`src/hw/rtl/axis_angle_vector_rotate_core_assert.svh`:
```
// assertion macros used by the rtl queue module of the rotate core
// no dependencies
`ifndef AXIS_ANGLE_VECTOR_ROTATE_CORE_ASSERT_SVH
`define AXIS_ANGLE_VECTOR_ROTATE_CORE_ASSERT_SVH

// condition holds at every clock edge out of reset
`define AAVR_ASSERT(lbl, clk, rstn, cond, msg) \
    lbl: assert property (@(posedge clk) disable iff (!rstn) (cond)) else $error(msg);

// antecedent at one edge implies consequent at the next
`define AAVR_ASSERT_IMPL(lbl, clk, rstn, ante, cons, msg) \
    lbl: assert property (@(posedge clk) disable iff (!rstn) (ante) |=> (cons)) else $error(msg);

`endif

```
`src/hw/rtl/aavr_pkg.sv`:
```
// types, constants and the arctangent table of the rotate core
// no dependencies
package aavr_pkg;

    localparam int COMP_WIDTH       = 16;
    localparam int FRAC_BITS        = COMP_WIDTH - 4;
    localparam int ANGLE_WIDTH      = 16;
    localparam int ANGLE_FRAC       = 13;
    localparam int TRIG_FRAC        = 30;
    localparam int TRIG_WIDTH       = 34;
    localparam int ATAN_ENTRIES     = 30;
    localparam int ATAN_IDX_WIDTH   = 5;
    localparam int CORDIC_STEPS_DEF = 16;
    localparam int QUEUE_DEPTH_DEF  = 4;

    typedef logic signed [COMP_WIDTH-1:0]  comp_t;
    typedef logic signed [ANGLE_WIDTH-1:0] angle_t;
    typedef logic signed [TRIG_WIDTH-1:0]  trig_t;

    localparam angle_t ANGLE_LIMIT  = 16'sd25736;
    localparam trig_t  PI_Q30       = 34'sd3373259426;
    localparam trig_t  HALF_PI_Q30  = 34'sd1686629713;
    localparam trig_t  CORDIC_START = 34'sh026DD3B6A;
    localparam trig_t  ONE_Q30      = 34'sd1073741824;

    typedef struct packed {
        comp_t  vec_x;
        comp_t  vec_y;
        comp_t  vec_z;
        comp_t  axis_x;
        comp_t  axis_y;
        comp_t  axis_z;
        angle_t turn_angle;
    } in_item_t;

    typedef struct packed {
        comp_t rot_x;
        comp_t rot_y;
        comp_t rot_z;
    } out_item_t;

    // classified item handed from front to back
    typedef struct packed {
        comp_t vec_x;
        comp_t vec_y;
        comp_t vec_z;
        comp_t axis_x;
        comp_t axis_y;
        comp_t axis_z;
        trig_t z;
        logic  flip;
    } job_t;

    function automatic trig_t atan_q30(input logic [ATAN_IDX_WIDTH-1:0] idx);
        trig_t r;
        case (idx)
            5'd0:    r = 34'sh03243F6A8;
            5'd1:    r = 34'sh01DAC6705;
            5'd2:    r = 34'sh00FADBAFC;
            5'd3:    r = 34'sh007F56EA6;
            5'd4:    r = 34'sh003FEAB76;
            5'd5:    r = 34'sh001FFD55B;
            5'd6:    r = 34'sh000FFFAAA;
            5'd7:    r = 34'sh0007FFF55;
            5'd8:    r = 34'sh0003FFFEA;
            5'd9:    r = 34'sh0001FFFFD;
            5'd10:   r = 34'sh0000FFFFF;
            5'd11:   r = 34'sh00007FFFF;
            5'd12:   r = 34'sh00003FFFF;
            5'd13:   r = 34'sh00001FFFF;
            5'd14:   r = 34'sh00000FFFF;
            5'd15:   r = 34'sh000007FFF;
            5'd16:   r = 34'sh000003FFF;
            5'd17:   r = 34'sh000001FFF;
            5'd18:   r = 34'sh000000FFF;
            5'd19:   r = 34'sh0000007FF;
            5'd20:   r = 34'sh0000003FF;
            5'd21:   r = 34'sh0000001FF;
            5'd22:   r = 34'sh0000000FF;
            5'd23:   r = 34'sh00000007F;
            5'd24:   r = 34'sh00000003F;
            5'd25:   r = 34'sh00000001F;
            5'd26:   r = 34'sh00000000F;
            5'd27:   r = 34'sh000000007;
            5'd28:   r = 34'sh000000003;
            5'd29:   r = 34'sh000000001;
            default: r = '0;
        endcase
        return r;
    endfunction

endpackage

```
`src/hw/rtl/aavr_queue.sv`:
```
// short queue between front and back end
// depends on aavr_pkg and the assertion header
`include "axis_angle_vector_rotate_core_assert.svh"
module aavr_queue #(
    parameter int DEPTH = aavr_pkg::QUEUE_DEPTH_DEF
) (
    input  logic           aclk,
    input  logic           aresetn,
    input  logic           push_valid,
    output logic           push_ready,
    input  aavr_pkg::job_t push_job,
    output logic           pop_valid,
    input  logic           pop_ready,
    output aavr_pkg::job_t pop_job
);

    localparam int PTR_W = (DEPTH > 1) ? $clog2(DEPTH) : 1;
    localparam int CNT_W = $clog2(DEPTH + 1);

    aavr_pkg::job_t   mem_reg [DEPTH];
    logic [PTR_W-1:0] wr_ptr_reg;
    logic [PTR_W-1:0] rd_ptr_reg;
    logic [CNT_W-1:0] count_reg;
    logic             push_fire;
    logic             pop_fire;

    assign push_ready = (count_reg != CNT_W'(DEPTH));
    assign pop_valid  = (count_reg != '0);
    assign pop_job    = mem_reg[rd_ptr_reg];
    assign push_fire  = push_valid && push_ready;
    assign pop_fire   = pop_valid && pop_ready;

    always_ff @(posedge aclk) begin
        if (!aresetn) begin
            wr_ptr_reg <= '0;
            rd_ptr_reg <= '0;
            count_reg  <= '0;
        end else begin
            if (push_fire) begin
                wr_ptr_reg <= (wr_ptr_reg == PTR_W'(DEPTH - 1)) ? '0 : wr_ptr_reg + PTR_W'(1);
            end
            if (pop_fire) begin
                rd_ptr_reg <= (rd_ptr_reg == PTR_W'(DEPTH - 1)) ? '0 : rd_ptr_reg + PTR_W'(1);
            end
            if (push_fire && !pop_fire) begin
                count_reg <= count_reg + CNT_W'(1);
            end else if (pop_fire && !push_fire) begin
                count_reg <= count_reg - CNT_W'(1);
            end
        end
    end

    always_ff @(posedge aclk) begin
        if (push_fire) begin
            mem_reg[wr_ptr_reg] <= push_job;
        end
    end

    `AAVR_ASSERT(a_count_bound, aclk, aresetn, count_reg <= CNT_W'(DEPTH), "queue count above depth")
    `AAVR_ASSERT_IMPL(a_push_only, aclk, aresetn, push_fire && !pop_fire, count_reg == $past(count_reg) + CNT_W'(1), "queue count missed a push")
    `AAVR_ASSERT_IMPL(a_pop_only, aclk, aresetn, pop_fire && !push_fire, count_reg == $past(count_reg) - CNT_W'(1), "queue count missed a pop")
    `AAVR_ASSERT_IMPL(a_push_pop, aclk, aresetn, push_fire && pop_fire, $stable(count_reg), "queue count moved on push and pop")

endmodule

```
`config.mk`:
```
export PLATFORM = sky130hd
export DESIGN_NAME = aavr_queue
export DESIGN_NICKNAME = d
export VERILOG_FILES = /design/src/hw/rtl/aavr_pkg.sv /design/src/hw/rtl/aavr_queue.sv
export VERILOG_INCLUDE_DIRS = /design/src /design/src/hw/rtl
export SDC_FILE = /design/constraint.sdc
export NUM_CORES = 1
export LEC_CHECK = 0
export CORE_UTILIZATION = 45
export DETAILED_ROUTE_END_ITERATION = 8
export DONT_BUFFER_PORTS = 1
export REMOVE_ABC_BUFFERS = 1
export SLEW_MARGIN = 20
export SYNTH_ARGS = -nofsm -noshare
export SYNTH_HDL_FRONTEND = slang
export SYNTH_SLANG_ARGS = --single-unit
```
`constraint.sdc`:
```
create_clock -name aclk -period 3.02 [get_ports aclk]
set_clock_uncertainty 0.2 [all_clocks]
set_input_delay 0.302 -clock aclk [delete_from_list [all_inputs] [get_ports aclk]]
set_output_delay 0.302 -clock aclk [all_outputs]
set_load 0.05 [all_outputs]
```
==> impl_table.tex <==
\begin{tabular}{lr}
\hline
Metric & Value \\
\hline
\multicolumn{2}{l}{\textbf{Synth}} \\
\quad Count of distinct cell types in the synthesized netlist & 27 \\
\quad Top-count cell post-synth & edfxtp\_1 \\
\quad Mapped Area & 19380 µm² \\
\quad Cell count after synthesis & 736 \\
\quad Sequential share of the synthesized area & 0.8210 \\
\quad Share of the synthesized area in the top cell type & 0.8117 \\
\quad FFs w/ async S/R, synth & 0 \\
\quad Commonest cells post-synth & 524 x edfxtp\_1, 131 x mux4\_2, 15 x buf\_2 \\
\quad Dominant register cell in the synthesized netlist & edfxtp\_1 \\
\quad Synth Register Bits & 533 \\
\quad Cell taking the most area after synthesis & edfxtp\_1 \\
\quad Number of flops mapped to enable cells by yosys & 524 \\
\quad Mean area per synthesized cell & roughly 26 µm² \\
\quad Ranking of synthesized cells by area & edfxtp\_1 81\%, mux4\_2 15\%, dfxtp\_1 0.93\%, buf\_6 0.58\%, buf\_2 0.39\% \\
\quad Number of warning messages in the yosys log & 0 \\
\multicolumn{2}{l}{\textbf{Detailed routing}} \\
\quad Detailed Routing Iterations Pass 1 & 4 \\
\quad Vias per std cell & 5.495 \\
\quad Residual antenna-violating net count after detailed routing & 0 \\
\quad Total wire length after detailed routing & roughly 35 mm \\
\quad Number of DRC violations after detailed-routing iteration 0 & 557 \\
\quad Vias & 8176 \\
\quad Drc violations & 0 \\
\quad Detailed-route wire length per cell & 23.82 µm \\
\multicolumn{2}{l}{\textbf{Global route}} \\
\quad Maximum number of pins on one net before global-route repair & 80 \\
\quad Final global-route overflow total & 0 \\
\quad Global-route wire length before repair & 53.99 mm \\
\quad Antenna violations before repair & 1 \\
\quad Number of global-route vias before repair & 8965 \\
\quad Total global routing track utilization & 0.1653 \\
\multicolumn{2}{l}{\textbf{Clocking}} \\
\quad Clock buffers created by TritonCTS & 52 \\
\quad Root buffer cell & clkbuf\_16 \\
\quad Reg clk slew, reported paths & 0.06 ns \\
\quad Latest clock arrival within the worst-skew pair & 0.57 ns \\
\quad Longest Clk Path Bufs & 3 \\
\quad CTS resizes & 0 \\
\quad H-tree depth reported by CTS & 2 \\
\quad Number of clock sinks seen by CTS & 533 \\
\quad TritonCTS clock tree & done \\
\multicolumn{2}{l}{\textbf{Timing}} \\
\quad Final Critical Period & 2.706 ns \\
\quad Finish-stage setup viols & 0 \\
\quad Max Slew Vio Count & 0 \\
\quad Unrepaired setup endpoints after global routing & no \\
\quad Crit share post-route & 0.8960 \\
\quad Highest clock rate & 369.5 MHz \\
\quad Rel. slew slack & 0.6391 \\
\quad Final hold violations & 0 \\
\quad Transition time at the pin with the least slew margin & 0.5414 ns \\
\quad Total negative slack for setup checks & 0 ns \\
\multicolumn{2}{l}{\textbf{Placement}} \\
\quad Final weighted congestion in routability-driven placement & 0.7655 \\
\quad Detailed-placement wirelength estimate & slightly above 20 mm \\
\quad Placed Area & 20130 µm² \\
\quad Quantity of I/O buffers inserted on ports & 0 \\
\multicolumn{2}{l}{\textbf{Flow run}} \\
\quad Max-cap viol count & 0 \\
\multicolumn{2}{l}{\textbf{Final layout}} \\
\quad Final non-filler cell area & 23190 µm² \\
\quad Nets@finish & 1049 \\
\quad Area growth from synthesis to final layout & 19.65\% \\
\quad Filler cell count in the final layout & 3127 \\
\quad FF+latch area & $\sim$16000 µm² \\
\quad Flip-flop count of the largest register after layout & 524 \\
\quad Area of combinational cells with multiple inputs & 3251 µm² \\
\quad Fraction of final layout cells sized beyond drive strength 1 & 0.2489 \\
\multicolumn{2}{l}{\textbf{Die}} \\
\quad Num ports & 268 \\
\quad Area of the die & around 44000 µm² \\
\quad Number of placement rows & 75 \\
\quad Die H & 209.6 µm \\
\quad DIE WIDTH & 209.6 µm \\
\quad Initial standard-cell utilization of the core & 0.4591 \\
\quad Core Box Area & 42230 µm² \\
\multicolumn{2}{l}{\textbf{Critical path}} \\
\quad Critical Path AT & 2.20 ns \\
\quad Element type at the critical path end & output port \\
\quad Worst flop-to-flop path startpoint & count\_reg[0]\$\_SDFFE\_PN0P\_ \\
\quad Worst setup path category & flop to output port \\
\quad CP startpoint kind & flop \\
\quad Depth of the worst register-to-register path & 7 \\
\quad Peak fanout along the critical path & 59 \\
\quad Slack of the worst reg-to-reg path & about 0.43 ns \\
\quad Critical path data required time & 2.52 ns \\
\quad Worst reg2reg endpoint & count\_reg[2]\$\_SDFFE\_PN0P\_ \\
\multicolumn{2}{l}{\textbf{Power and ir drop}} \\
\quad PwrDens & 921.7 nW/µm² \\
\quad Static power due to leakage & a little over 7 nW \\
\quad IR drop worst, VDD & approximately 0.75 mV \\
\multicolumn{2}{l}{\textbf{Hold path}} \\
\quad Count of cells along the worst hold path & 2 \\
\quad Worst hold start & push\_valid \\
\quad Terminating pin of the worst hold path & mem\_reg[0][129]\$\_DFFE\_PP\_ \\
\quad Worst min path class & input pin to flop \\
\multicolumn{2}{l}{\textbf{Run status}} \\
\quad Outcome & completed \\
\hline
\end{tabular}
timing repair:
| item | CTS | global route |
|---|---|---|
| setup buffers | 0 | 0 |
| hold buffers | 134 | 0 |
| endpoints found under the hold margin | 533 | 0 |
critical path: stages (launching register included):
cell and delay [ns]:
dfxtp_4 0.39, buf_12 0.37, mux4_2 0.75
kinds of logic (layout without fill, tap and decap cells):
kind of cell / after synthesis / after routing / synth area share
AND/OR/NAND/NOR: 20 / 20 / 0.006068
other: 0 / 1 / 0
adder cells (fa/ha/maj): 7 / 7 / 0.004905
flip-flops: 533 / 533 / 0.8210
multiplexers: 133 / 133 / 0.1532
XOR/XNOR: 2 / 2 / 0.0009038
AO/OA/AOI/OAI: 6 / 6 / 0.001808
buffers and inverters: 35 / 247 / 0.01207
cells in the final DEF, fill, tap and decap left out, drive strengths merged, types with 3 or more instances in the layout:
| master | netlist | final |
|---|---|---|
| and3 | 4 | 4 |
| mux4 | 131 | 131 |
| buf | 27 | 15 |
| nand2 | 5 | 5 |
| bufinv | 0 | 7 |
| dfxtp | 9 | 9 |
| clkinvlp | 0 | 3 |
| inv | 3 | 5 |
| dlygate4sd3 | 0 | 134 |
| clkinv | 0 | 28 |
| clkbuf | 5 | 55 |
| ha | 6 | 6 |
| o21ai | 4 | 4 |
| edfxtp | 524 | 524 |
per-layer routing:
| metal | wire, µm | part of all wire | GRT usage | vias up |
|---|---|---|---|---|
| li1 | - | - | - | 3526 |
| met1 | 13780 | 0.39 | 0.2042 | 4315 |
| met2 | 18230 | 0.51 | 0.2828 | 262 |
| met3 | 2396 | 0.068 | 0.04130 | 73 |
| met4 | 1028 | 0.029 | 0.06217 | 0 |
| met5 | 0 | 0 | 0 | - |
stage by stage:
stage	setup slack [ns]	power, mW	std cells	hold WS (ns)	util
floorplan	-3.811	13.95	704	0.2009	-
global placement	0.4941	14.92	1258	0.2010	0.4768
detailed placement	0.4098	15.03	1258	0.2010	0.4768
CTS	0.2306	21.66	1487	0.07841	0.5492
global route	0.1511	22.12	1488	0.09067	0.5493
finish	0.3140	21.38	1488	0.08066	0.5493
layout make-up:
class                      count  share of cell area
clock inverter                40             0.01651
antenna                        1           0.0001079
tap                          539             0.02908
multi-input combinational    168              0.1401
inverter                       3           0.0004855
sequential                   533              0.6865
clock buffer                  55             0.05750
timing repair buffer         149             0.06969
power breakdown:
group	leakage, nW	switching [mW]	internal [mW]	total (mW)
Clock	0.846	2.61	3.79	6.41
Sequential	4.88	0.210	8.96	9.17
Combinational	1.50	4.27	1.53	5.80
Total	7.23	7.09	14.3	21.4
worst max path at each step:
stage                                            to  slack (ns)                 startpoint  cells after the start
after floorplan                          pop_job[0]       -3.81                       flop                      1
after global placement    count_reg[2]$_SDFFE_PN0P_        0.49  count_reg[0]$_SDFFE_PN0P_                      7
after detailed placement  count_reg[2]$_SDFFE_PN0P_        0.41  count_reg[0]$_SDFFE_PN0P_                      7
after CTS                               pop_job[67]        0.23                       flop                      2
after global routing      count_reg[2]$_SDFFE_PN0P_        0.15  count_reg[0]$_SDFFE_PN0P_                      7
final                                   pop_job[74]        0.31                       flop                      2
No activity file was read; power rests on OpenSTA's default activity.
