### src/hw/rtl/axis_angle_vector_rotate_core_assert.svh
// assertion macros used by the rtl queue module of the rotate core
// no dependencies
`ifndef AXIS_ANGLE_VECTOR_ROTATE_CORE_ASSERT_SVH
`define AXIS_ANGLE_VECTOR_ROTATE_CORE_ASSERT_SVH

// condition holds at every clock edge out of reset
`define AAVR_ASSERT(lbl, clk, rstn, cond, msg) \
    lbl: assert property (@(posedge clk) disable iff (!rstn) (cond)) else $error(msg);

// antecedent at one edge implies consequent at the next
`define AAVR_ASSERT_IMPL(lbl, clk, rstn, ante, cons, msg) \
    lbl: assert property (@(posedge clk) disable iff (!rstn) (ante) |=> (cons)) else $error(msg);

`endif

### src/hw/rtl/aavr_pkg.sv
// types, constants and the arctangent table of the rotate core
// no dependencies
package aavr_pkg;

    localparam int COMP_WIDTH       = 16;
    localparam int FRAC_BITS        = COMP_WIDTH - 4;
    localparam int ANGLE_WIDTH      = 16;
    localparam int ANGLE_FRAC       = 13;
    localparam int TRIG_FRAC        = 30;
    localparam int TRIG_WIDTH       = 34;
    localparam int ATAN_ENTRIES     = 30;
    localparam int ATAN_IDX_WIDTH   = 5;
    localparam int CORDIC_STEPS_DEF = 16;
    localparam int QUEUE_DEPTH_DEF  = 4;

    typedef logic signed [COMP_WIDTH-1:0]  comp_t;
    typedef logic signed [ANGLE_WIDTH-1:0] angle_t;
    typedef logic signed [TRIG_WIDTH-1:0]  trig_t;

    localparam angle_t ANGLE_LIMIT  = 16'sd25736;
    localparam trig_t  PI_Q30       = 34'sd3373259426;
    localparam trig_t  HALF_PI_Q30  = 34'sd1686629713;
    localparam trig_t  CORDIC_START = 34'sh026DD3B6A;
    localparam trig_t  ONE_Q30      = 34'sd1073741824;

    typedef struct packed {
        comp_t  vec_x;
        comp_t  vec_y;
        comp_t  vec_z;
        comp_t  axis_x;
        comp_t  axis_y;
        comp_t  axis_z;
        angle_t turn_angle;
    } in_item_t;

    typedef struct packed {
        comp_t rot_x;
        comp_t rot_y;
        comp_t rot_z;
    } out_item_t;

    // classified item handed from front to back
    typedef struct packed {
        comp_t vec_x;
        comp_t vec_y;
        comp_t vec_z;
        comp_t axis_x;
        comp_t axis_y;
        comp_t axis_z;
        trig_t z;
        logic  flip;
    } job_t;

    function automatic trig_t atan_q30(input logic [ATAN_IDX_WIDTH-1:0] idx);
        trig_t r;
        case (idx)
            5'd0:    r = 34'sh03243F6A8;
            5'd1:    r = 34'sh01DAC6705;
            5'd2:    r = 34'sh00FADBAFC;
            5'd3:    r = 34'sh007F56EA6;
            5'd4:    r = 34'sh003FEAB76;
            5'd5:    r = 34'sh001FFD55B;
            5'd6:    r = 34'sh000FFFAAA;
            5'd7:    r = 34'sh0007FFF55;
            5'd8:    r = 34'sh0003FFFEA;
            5'd9:    r = 34'sh0001FFFFD;
            5'd10:   r = 34'sh0000FFFFF;
            5'd11:   r = 34'sh00007FFFF;
            5'd12:   r = 34'sh00003FFFF;
            5'd13:   r = 34'sh00001FFFF;
            5'd14:   r = 34'sh00000FFFF;
            5'd15:   r = 34'sh000007FFF;
            5'd16:   r = 34'sh000003FFF;
            5'd17:   r = 34'sh000001FFF;
            5'd18:   r = 34'sh000000FFF;
            5'd19:   r = 34'sh0000007FF;
            5'd20:   r = 34'sh0000003FF;
            5'd21:   r = 34'sh0000001FF;
            5'd22:   r = 34'sh0000000FF;
            5'd23:   r = 34'sh00000007F;
            5'd24:   r = 34'sh00000003F;
            5'd25:   r = 34'sh00000001F;
            5'd26:   r = 34'sh00000000F;
            5'd27:   r = 34'sh000000007;
            5'd28:   r = 34'sh000000003;
            5'd29:   r = 34'sh000000001;
            default: r = '0;
        endcase
        return r;
    endfunction

endpackage

### src/hw/rtl/aavr_front.sv
// front end: accepts input transfers, clamps and folds the angle
// depends on aavr_pkg
module aavr_front (
    input  logic              aclk,
    input  logic              aresetn,
    input  logic              s_valid,
    output logic              s_ready,
    input  aavr_pkg::in_item_t s_item,
    output logic              q_valid,
    input  logic              q_ready,
    output aavr_pkg::job_t    q_job
);

    aavr_pkg::angle_t ang;
    aavr_pkg::trig_t  z_wide;
    aavr_pkg::job_t   job_next;
    aavr_pkg::job_t   job_reg;
    logic             valid_reg;

    always_comb begin
        ang = s_item.turn_angle;
        if (ang > aavr_pkg::ANGLE_LIMIT) begin
            ang = aavr_pkg::ANGLE_LIMIT;
        end else if (ang < -aavr_pkg::ANGLE_LIMIT) begin
            ang = -aavr_pkg::ANGLE_LIMIT;
        end
        z_wide = aavr_pkg::trig_t'(ang) <<< (aavr_pkg::TRIG_FRAC - aavr_pkg::ANGLE_FRAC);

        job_next.vec_x  = s_item.vec_x;
        job_next.vec_y  = s_item.vec_y;
        job_next.vec_z  = s_item.vec_z;
        job_next.axis_x = s_item.axis_x;
        job_next.axis_y = s_item.axis_y;
        job_next.axis_z = s_item.axis_z;
        job_next.z      = z_wide;
        job_next.flip   = 1'b0;
        // fold into the cordic range, negate sine and cosine later
        if (z_wide > aavr_pkg::HALF_PI_Q30) begin
            job_next.z    = z_wide - aavr_pkg::PI_Q30;
            job_next.flip = 1'b1;
        end else if (z_wide < -aavr_pkg::HALF_PI_Q30) begin
            job_next.z    = z_wide + aavr_pkg::PI_Q30;
            job_next.flip = 1'b1;
        end
    end

    assign s_ready = !valid_reg || q_ready;
    assign q_valid = valid_reg;
    assign q_job   = job_reg;

    always_ff @(posedge aclk) begin
        if (!aresetn) begin
            valid_reg <= 1'b0;
        end else if (s_ready) begin
            valid_reg <= s_valid;
        end
    end

    always_ff @(posedge aclk) begin
        if (s_valid && s_ready) begin
            job_reg <= job_next;
        end
    end

endmodule

### config.mk
export PLATFORM = sky130hd
export DESIGN_NAME = aavr_front
export DESIGN_NICKNAME = d
export VERILOG_FILES = /design/src/hw/rtl/axis_angle_vector_rotate_core_assert.svh /design/src/hw/rtl/aavr_pkg.sv /design/src/hw/rtl/aavr_front.sv
export SDC_FILE = /design/constraint.sdc
export NUM_CORES = 1
export LEC_CHECK = 0
export BUFFER_PORTS_ARGS = -buffer_cell sky130_fd_sc_hd__buf_2
export CORE_MARGIN = 2
export CORE_UTILIZATION = 46
export DETAILED_ROUTE_END_ITERATION = 6
export GPL_TIMING_DRIVEN = 0
export PLACE_DENSITY = 0.93
export RECOVER_POWER = 100
export SYNTH_ARGS = -nofsm -noshare
export SYNTH_HDL_FRONTEND = slang
export SYNTH_SLANG_ARGS = --single-unit
### constraint.sdc
create_clock -name aclk -period 5.1 [get_ports aclk]
set_clock_uncertainty 0.05 [all_clocks]
set_input_delay 0.255 -clock aclk [delete_from_list [all_inputs] [get_ports aclk]]
set_output_delay 0.255 -clock aclk [all_outputs]
set_load 0.02 [all_outputs]
==> flow_summary.ini, run 1 <==
[critical_path]
startpoint_type = input pin
reg2reg_slack_ns = 1.80
critPathSlowestCell = ha_1
cpPeakStageDelay_ns = 0.47
crit_type = input pin to flop
r2r-start = q_valid$_SDFFE_PN0N_
crit_path_end_kind = flop
path_delay_family = buffers and inverters
cpMostUsedCell = clkbuf_1
crit_required_ns = 5.29
worst-path-stages = 20
worstPathCellList = clkbuf_1, clkbuf_1, a21o_1, a21oi_1, o21ai_0, nand2_1, ha_1, clkbuf_1, nor2_1, nand2_1, ha_1, inv_1, a31oi_1, o41a_1, nand2_1, inv_1, clkbuf_1, a221oi_1, o21ai_0, nand3_1
reg2reg_depth = 3
cp.arrival_ns = 4.81
cp_max_fo = 10
path_buf_inv = 6
rr_endpoint = q_job[97]$_DFFE_PP_

[clock_tree]
clk_path_buf_depth = 2
ctsResizeCount = 0
root_buffer = clkbuf_8
cts_made_buffers = 17
post-cts-setup-buffers = 0
cts.sinks = 117
clkTransAtPathRegs_ns = 0.06
clk_latency_ns = 0.51
cts_tree = yes
h-tree-depth = 4

[finish]
nFillCells = 694
fin_nets = 829
syn_to_final_growth_pct = 56.4
drive_above_1_share_pct = 22.2
final_util_pct = 74.5
final-instance-count-excl-fill = 859

[yosys]
synth_cell_types = 63
syn_avg_cell_area_um2 = 14.3
syn_area_um2 = 4940
ys_seq_area_share_pct = 70.9
synth_edf_count = 116
synthArstFlopShare_pct = 0
synth_common_cells = edfxtp_1, nor2_1, nand2_1
netlist_instances = 345
yosysWarnings = 0
post-synth-top-count-cell = edfxtp_1
ys_ff_latch = 117
synth_top_area_share_pct = 70.5
ys.flop_type = edfxtp_1
yosysTopAreaCell = edfxtp_1
syn-num-nets = 466
synth_area_leaders = edfxtp_1, buf_4, nor2_1

[die]
start_util_pct = 47.7
die_h_um = 108
die_x_um = 108
io_pins = 249
row_count = 37
die_area_um2 = 11600
core-area_um2 = 10400

[placed_design]
portBuffers = 245
dp_cells = 727
place.gp.congestion = 0.911
pre_cts_slack_ns = 0.519
dpl.hpwl_mm = 11.2

[run_status]
status = finished with violations
violations = capacitance limit, slew limit

[sta]
post-route-period-util_pct = 90.6
setup_tns_ns = 0
hold_slack_ns = 0.103
worst_pin_slew_ns = 2.78
drv_slew = 40
finalSetupViolCount = 0
rsz0062_at_grt = no
slew-limit-headroom_pct = -85.6
fin_crit_ns = 4.62
max_freq_ghz = 0.216
hold_viol_final = 0
fin_ws_ns = 0.479

[routing]
drtIter0Drc = 722
drc = 0
vias = 4943
vias_per_cell = 5.75
firstDrtPassIters = 6
routed_wl_mm = 20.4
antenna_left = 0
wl_per_cell_um = 23.7

[worst_hold_path]
whs_path_depth = 2
hold_path_end = q_job[21]$_DFFE_PP_
min_from = s_item[3]
min_path_type = input pin to flop

[global_routing]
grt_max_degree = 78
grt_overflow = 0
first_global_vias = 4661
grt_pass1_wl_mm = 28.4
track_usage_pct = 34.1
grt_antenna_before_repair = 2

[power_and_ir_drop]
p_per_area_nw_per_um2 = 367
p_leak_nw = 2.98
peakVddDrop_uv = 277

[run]
cap_violations = 1
per-layer routing:
layer  vias up  GRT usage, %  routed length (um)
met1      2358          38.1                6580
li1       2058             -                   -
met4         0          16.7                 972
met5         -             0                   0
met2       436          60.4               10600
met3        91          8.84                2190
power breakdown:
group	leakage (nW)	total, mW	internal [mW]	switching, mW
Sequential	1.13	1.18	1.15	0.0310
Clock	0.274	1.16	0.748	0.411
Combinational	1.58	0.501	0.182	0.319
Total	2.98	2.84	2.08	0.760
sequential cells by signal (all words and copies together) (netlist names):
signal   count
q_job      116
q_valid      1
kinds of logic after synthesis:
family / count (synthesis) / synth area share (%)
buffers and inverters: 38 / 4.41
adders and majority gates: 5 / 1.27
muxes: 4 / 0.810
and+or+nand+nor: 97 / 10.2
AOI/OAI and AO/OA: 79 / 11.7
xor gates and xnor gates: 4 / 0.709
other: 1 / 0.0759
DFF: 117 / 70.9
metrics by stage:
stage	instance area, um^2	total power [mW]
global route	7730	2.91
CTS	7920	2.79
detailed placement	6370	1.61
floorplan	4940	1.44
finish	7730	2.84
global placement	6340	1.60
cells in the final DEF, fill, tap and decap left out, drive strengths merged, types with 4 or more instances in the layout:
master,instances
nand2,21
inv,8
nor2,24
a21o,4
and3,6
a31oi,5
ha,5
mux2i,4
and2,5
nor2b,4
o211ai,4
o31ai,5
dlygate4sd3,98
a21oi,17
clkbuf,193
nor3,6
buf,111
o21ai,13
nand3,9
edfxtp,116
timing repair:
item,in CTS,in global routing
setup endpoints to repair,0,0
hold buffers,98,0
endpoints found under the hold margin,97,0
worst max path at each step:
| stage | slack [ns] | end | start |
|---|---|---|---|
| 2_1_floorplan | 1.24 | q_job[100]$_DFFE_PP_ | q_valid$_SDFFE_PN0N_ |
| 3_3_place_gp | 0.60 | q_job[31]$_DFFE_PP_ | s_item[6] |
| 3_5_place_dp | 0.52 | q_job[25]$_DFFE_PP_ | s_item[6] |
| 4_1_cts | 0.98 | q_job[25]$_DFFE_PP_ | s_item[6] |
| 5_1_grt | 0.37 | q_job[22]$_DFFE_PP_ | s_item[6] |
| 6_report | 0.48 | q_job[30]$_DFFE_PP_ | s_item[6] |
area by class of cell:
class	count	area, um^2	area share, %
Antenna cell	2	5.00	0.0648
Clock buffer	28	495	6.41
Timing Repair Buffer	344	2050	26.6
Tap cell	136	170	2.20
Sequential cell	117	3500	45.3
Inverter	8	30.0	0.389
Clock inverter	4	72.6	0.939
Buffer	30	183	2.36
Multi-Input combinational cell	190	1210	15.7
Power figures use the tool's default switching activity.
==> run 2, diff against run 1 <==
--- a/config.mk
+++ b/config.mk
@@ -7,10 +7,10 @@
 export LEC_CHECK = 0
 export BUFFER_PORTS_ARGS = -buffer_cell sky130_fd_sc_hd__buf_2
 export CORE_MARGIN = 2
-export CORE_UTILIZATION = 46
+export CORE_UTILIZATION = 39
 export DETAILED_ROUTE_END_ITERATION = 6
 export GPL_TIMING_DRIVEN = 0
-export PLACE_DENSITY = 0.93
+export PLACE_DENSITY = 0.82
 export RECOVER_POWER = 100
 export SYNTH_ARGS = -nofsm -noshare
 export SYNTH_HDL_FRONTEND = slang
==> run 2 against run 1 <==
The flow still finishes with violations (capacitance limit, slew limit). Total power rose by 1.0%. Wire length fell by 10%. Largest cell class unchanged. Cell count rose by 4.1%. Critical path type unchanged. Setup slack improved by 0.22 ns. Largest power group is now clock. Via count fell by 6.8%. Register-to-register slack got worse by 0.13 ns. Global-route usage fell by 8.1 points. Hold slack got worse by 0.028 ns. First-iteration DRC count fell by 32%. Die area rose by 17%.
==> flow_summary.ini, run 2 (synthesis results as in run 1) <==
[run_status]
status = finished with violations
violations = capacitance limit, slew limit

[finish]
final_util_pct = 62.3
final_cell_mix = clkbuf_1, edfxtp_1, buf_2, dlygate4sd3_1, nor2_1
largest_register_ffs = 116
drive_above_1_share_pct = 23.8
fin_nets = 827
final-instance-count-excl-fill = 894
final_common_cell = clkbuf_1
syn_to_final_growth_pct = 57.8

[global_routing]
grt_overflow = 0
track_usage_pct = 26.1
grt_antenna_before_repair = 2
first_global_vias = 4545
grt_max_degree = 73
grt_pass1_wl_mm = 26.0

[clock_tree]
root_buffer = clkbuf_16
clk_latency_ns = 0.39
cts_made_buffers = 17
clk_path_buf_depth = 2
clkTransAtPathRegs_ns = 0.05
post-cts-setup-buffers = 0
cts_hold_buf = 95
ctsResizeCount = 0
h-tree-depth = 4
cts.sinks = 117
cts_tree = yes

[routing]
wl_per_cell_um = 20.5
wl_met2_mm = 9.51
top_layer = met4
firstDrtPassIters = 4
route.met3.wl_mm = 1.60
drtIter0Drc = 489
routed_wl_mm = 18.3
vias_per_cell = 5.16
antenna_left = 0
drc = 0
wl_met1_mm = 6.46
vias = 4609

[die]
row_count = 41
start_util_pct = 39.5
die_area_um2 = 13600
io_pins = 249
die_h_um = 117
core-area_um2 = 12500
die_x_um = 117

[power_and_ir_drop]
clkPwrFrac_pct = 42.2
p_seq_share_pct = 40.9
p_per_area_nw_per_um2 = 367
p_leak_nw = 3.01
peakVddDrop_uv = 274
pwr-share-comb_pct = 16.9
switchingPower_mw = 0.767
p_int_mw = 2.10
switching_share_pct = 26.8

[placed_design]
dp_cells = 763
portBuffers = 245
dpl.hpwl_mm = 11.4
place.gp.congestion = 0.902

[sta]
drv_slew = 45
hold_slack_ns = 0.0752
slew-limit-headroom_pct = -101
setup_tns_ns = 0
hold_viol_final = 0
post-route-period-util_pct = 86.3
finalSetupViolCount = 0
max_freq_ghz = 0.227
worst_pin_slew_ns = 3.02
rsz0062_at_grt = no
fin_crit_ns = 4.40

[critical_path]
crit_path_end_kind = flop
startpoint_type = input pin
crit_type = input pin to flop
cp_max_fo = 10
crit_required_ns = 5.26
cp.arrival_ns = 4.56

[run]
cap_violations = 1

[worst_hold_path]
min_path_type = input pin to flop
run 2: cell types whose count changed in the layout (fill, tap and decap cells not counted), moves of 2 or more:
cell,change
clkinv_2,+2
inv_6,+3
buf_2,+5
clkinv_4,+4
clkbuf_1,-12
clkbuf_8,-5
dlygate4sd3_1,-2
run 2: path summary, 6_finish.rpt:
| check | start | end | slack (ns) | depth (start not counted) |
|---|---|---|---|---|
| max reg2reg | q_valid$_SDFFE_PN0N_ | q_job[101]$_DFFE_PP_ | 1.67 | 3 |
| min | aresetn | q_valid$_SDFFE_PN0N_ | 0.08 | 2 |
| min reg2reg | q_valid$_SDFFE_PN0N_ | q_valid$_SDFFE_PN0N_ | 0.54 | 2 |
| max | s_item[6] | q_job[26]$_DFFE_PP_ | 0.70 | 20 |
run 2: power groups by stage:
| stage | combinational (mW) | clock [mW] | sequential, mW |
|---|---|---|---|
| finish | 0.483 | 1.21 | 1.17 |
| global route | 0.518 | 1.27 | 1.18 |
| CTS | 0.494 | 1.20 | 1.16 |
| detailed placement | 0.431 | 0 | 1.18 |
| global placement | 0.418 | 0 | 1.19 |
| floorplan | 0.172 | 0 | 1.27 |
run 2: cell type report:
class	count	area (um^2)
multi-input combinational	190	1210
buffer	30	186
sequential	117	3500
fill	1027	4720
clock buffer	17	425
antenna	3	7.51
tap	172	215
inverter	8	30.0
clock inverter	15	178
timing repair buffer	342	2040
run 2: critical path, stage by stage:
cell,delay (ns)
clkbuf_1,0.16
clkbuf_1,0.43
a21o_1,0.18
a21oi_1,0.06
o21ai_0,0.18
nand2_1,0.07
ha_1,0.39
clkbuf_1,0.26
nor2_1,0.34
nand2_1,0.17
ha_1,0.21
inv_1,0.10
a31oi_1,0.13
o41a_1,0.45
nand2_1,0.19
inv_1,0.11
clkbuf_1,0.28
a31oi_1,0.24
mux2i_1,0.08
o21ai_0,0.25
run 2: metrics by stage:
step / power (mW) / setup WS (ns) / cell area, um^2
6_report: 2.87 / 0.700 / 7800
4_1_cts: 2.86 / 0.957 / 7970
2_1_floorplan: 1.44 / 1.24 / 4940
5_1_grt: 2.96 / 0.336 / 7800
3_5_place_dp: 1.61 / 0.544 / 6410
3_3_place_gp: 1.60 / 0.529 / 6380
run 2: layer usage:
| layer | global-route usage (%) | vias to the layer above |
|---|---|---|
| met3 | 9.34 | 62 |
| met4 | 14.4 | 0 |
| met5 | 0 | - |
| li1 | - | 2054 |
| met2 | 44.5 | 268 |
| met1 | 28.3 | 2225 |
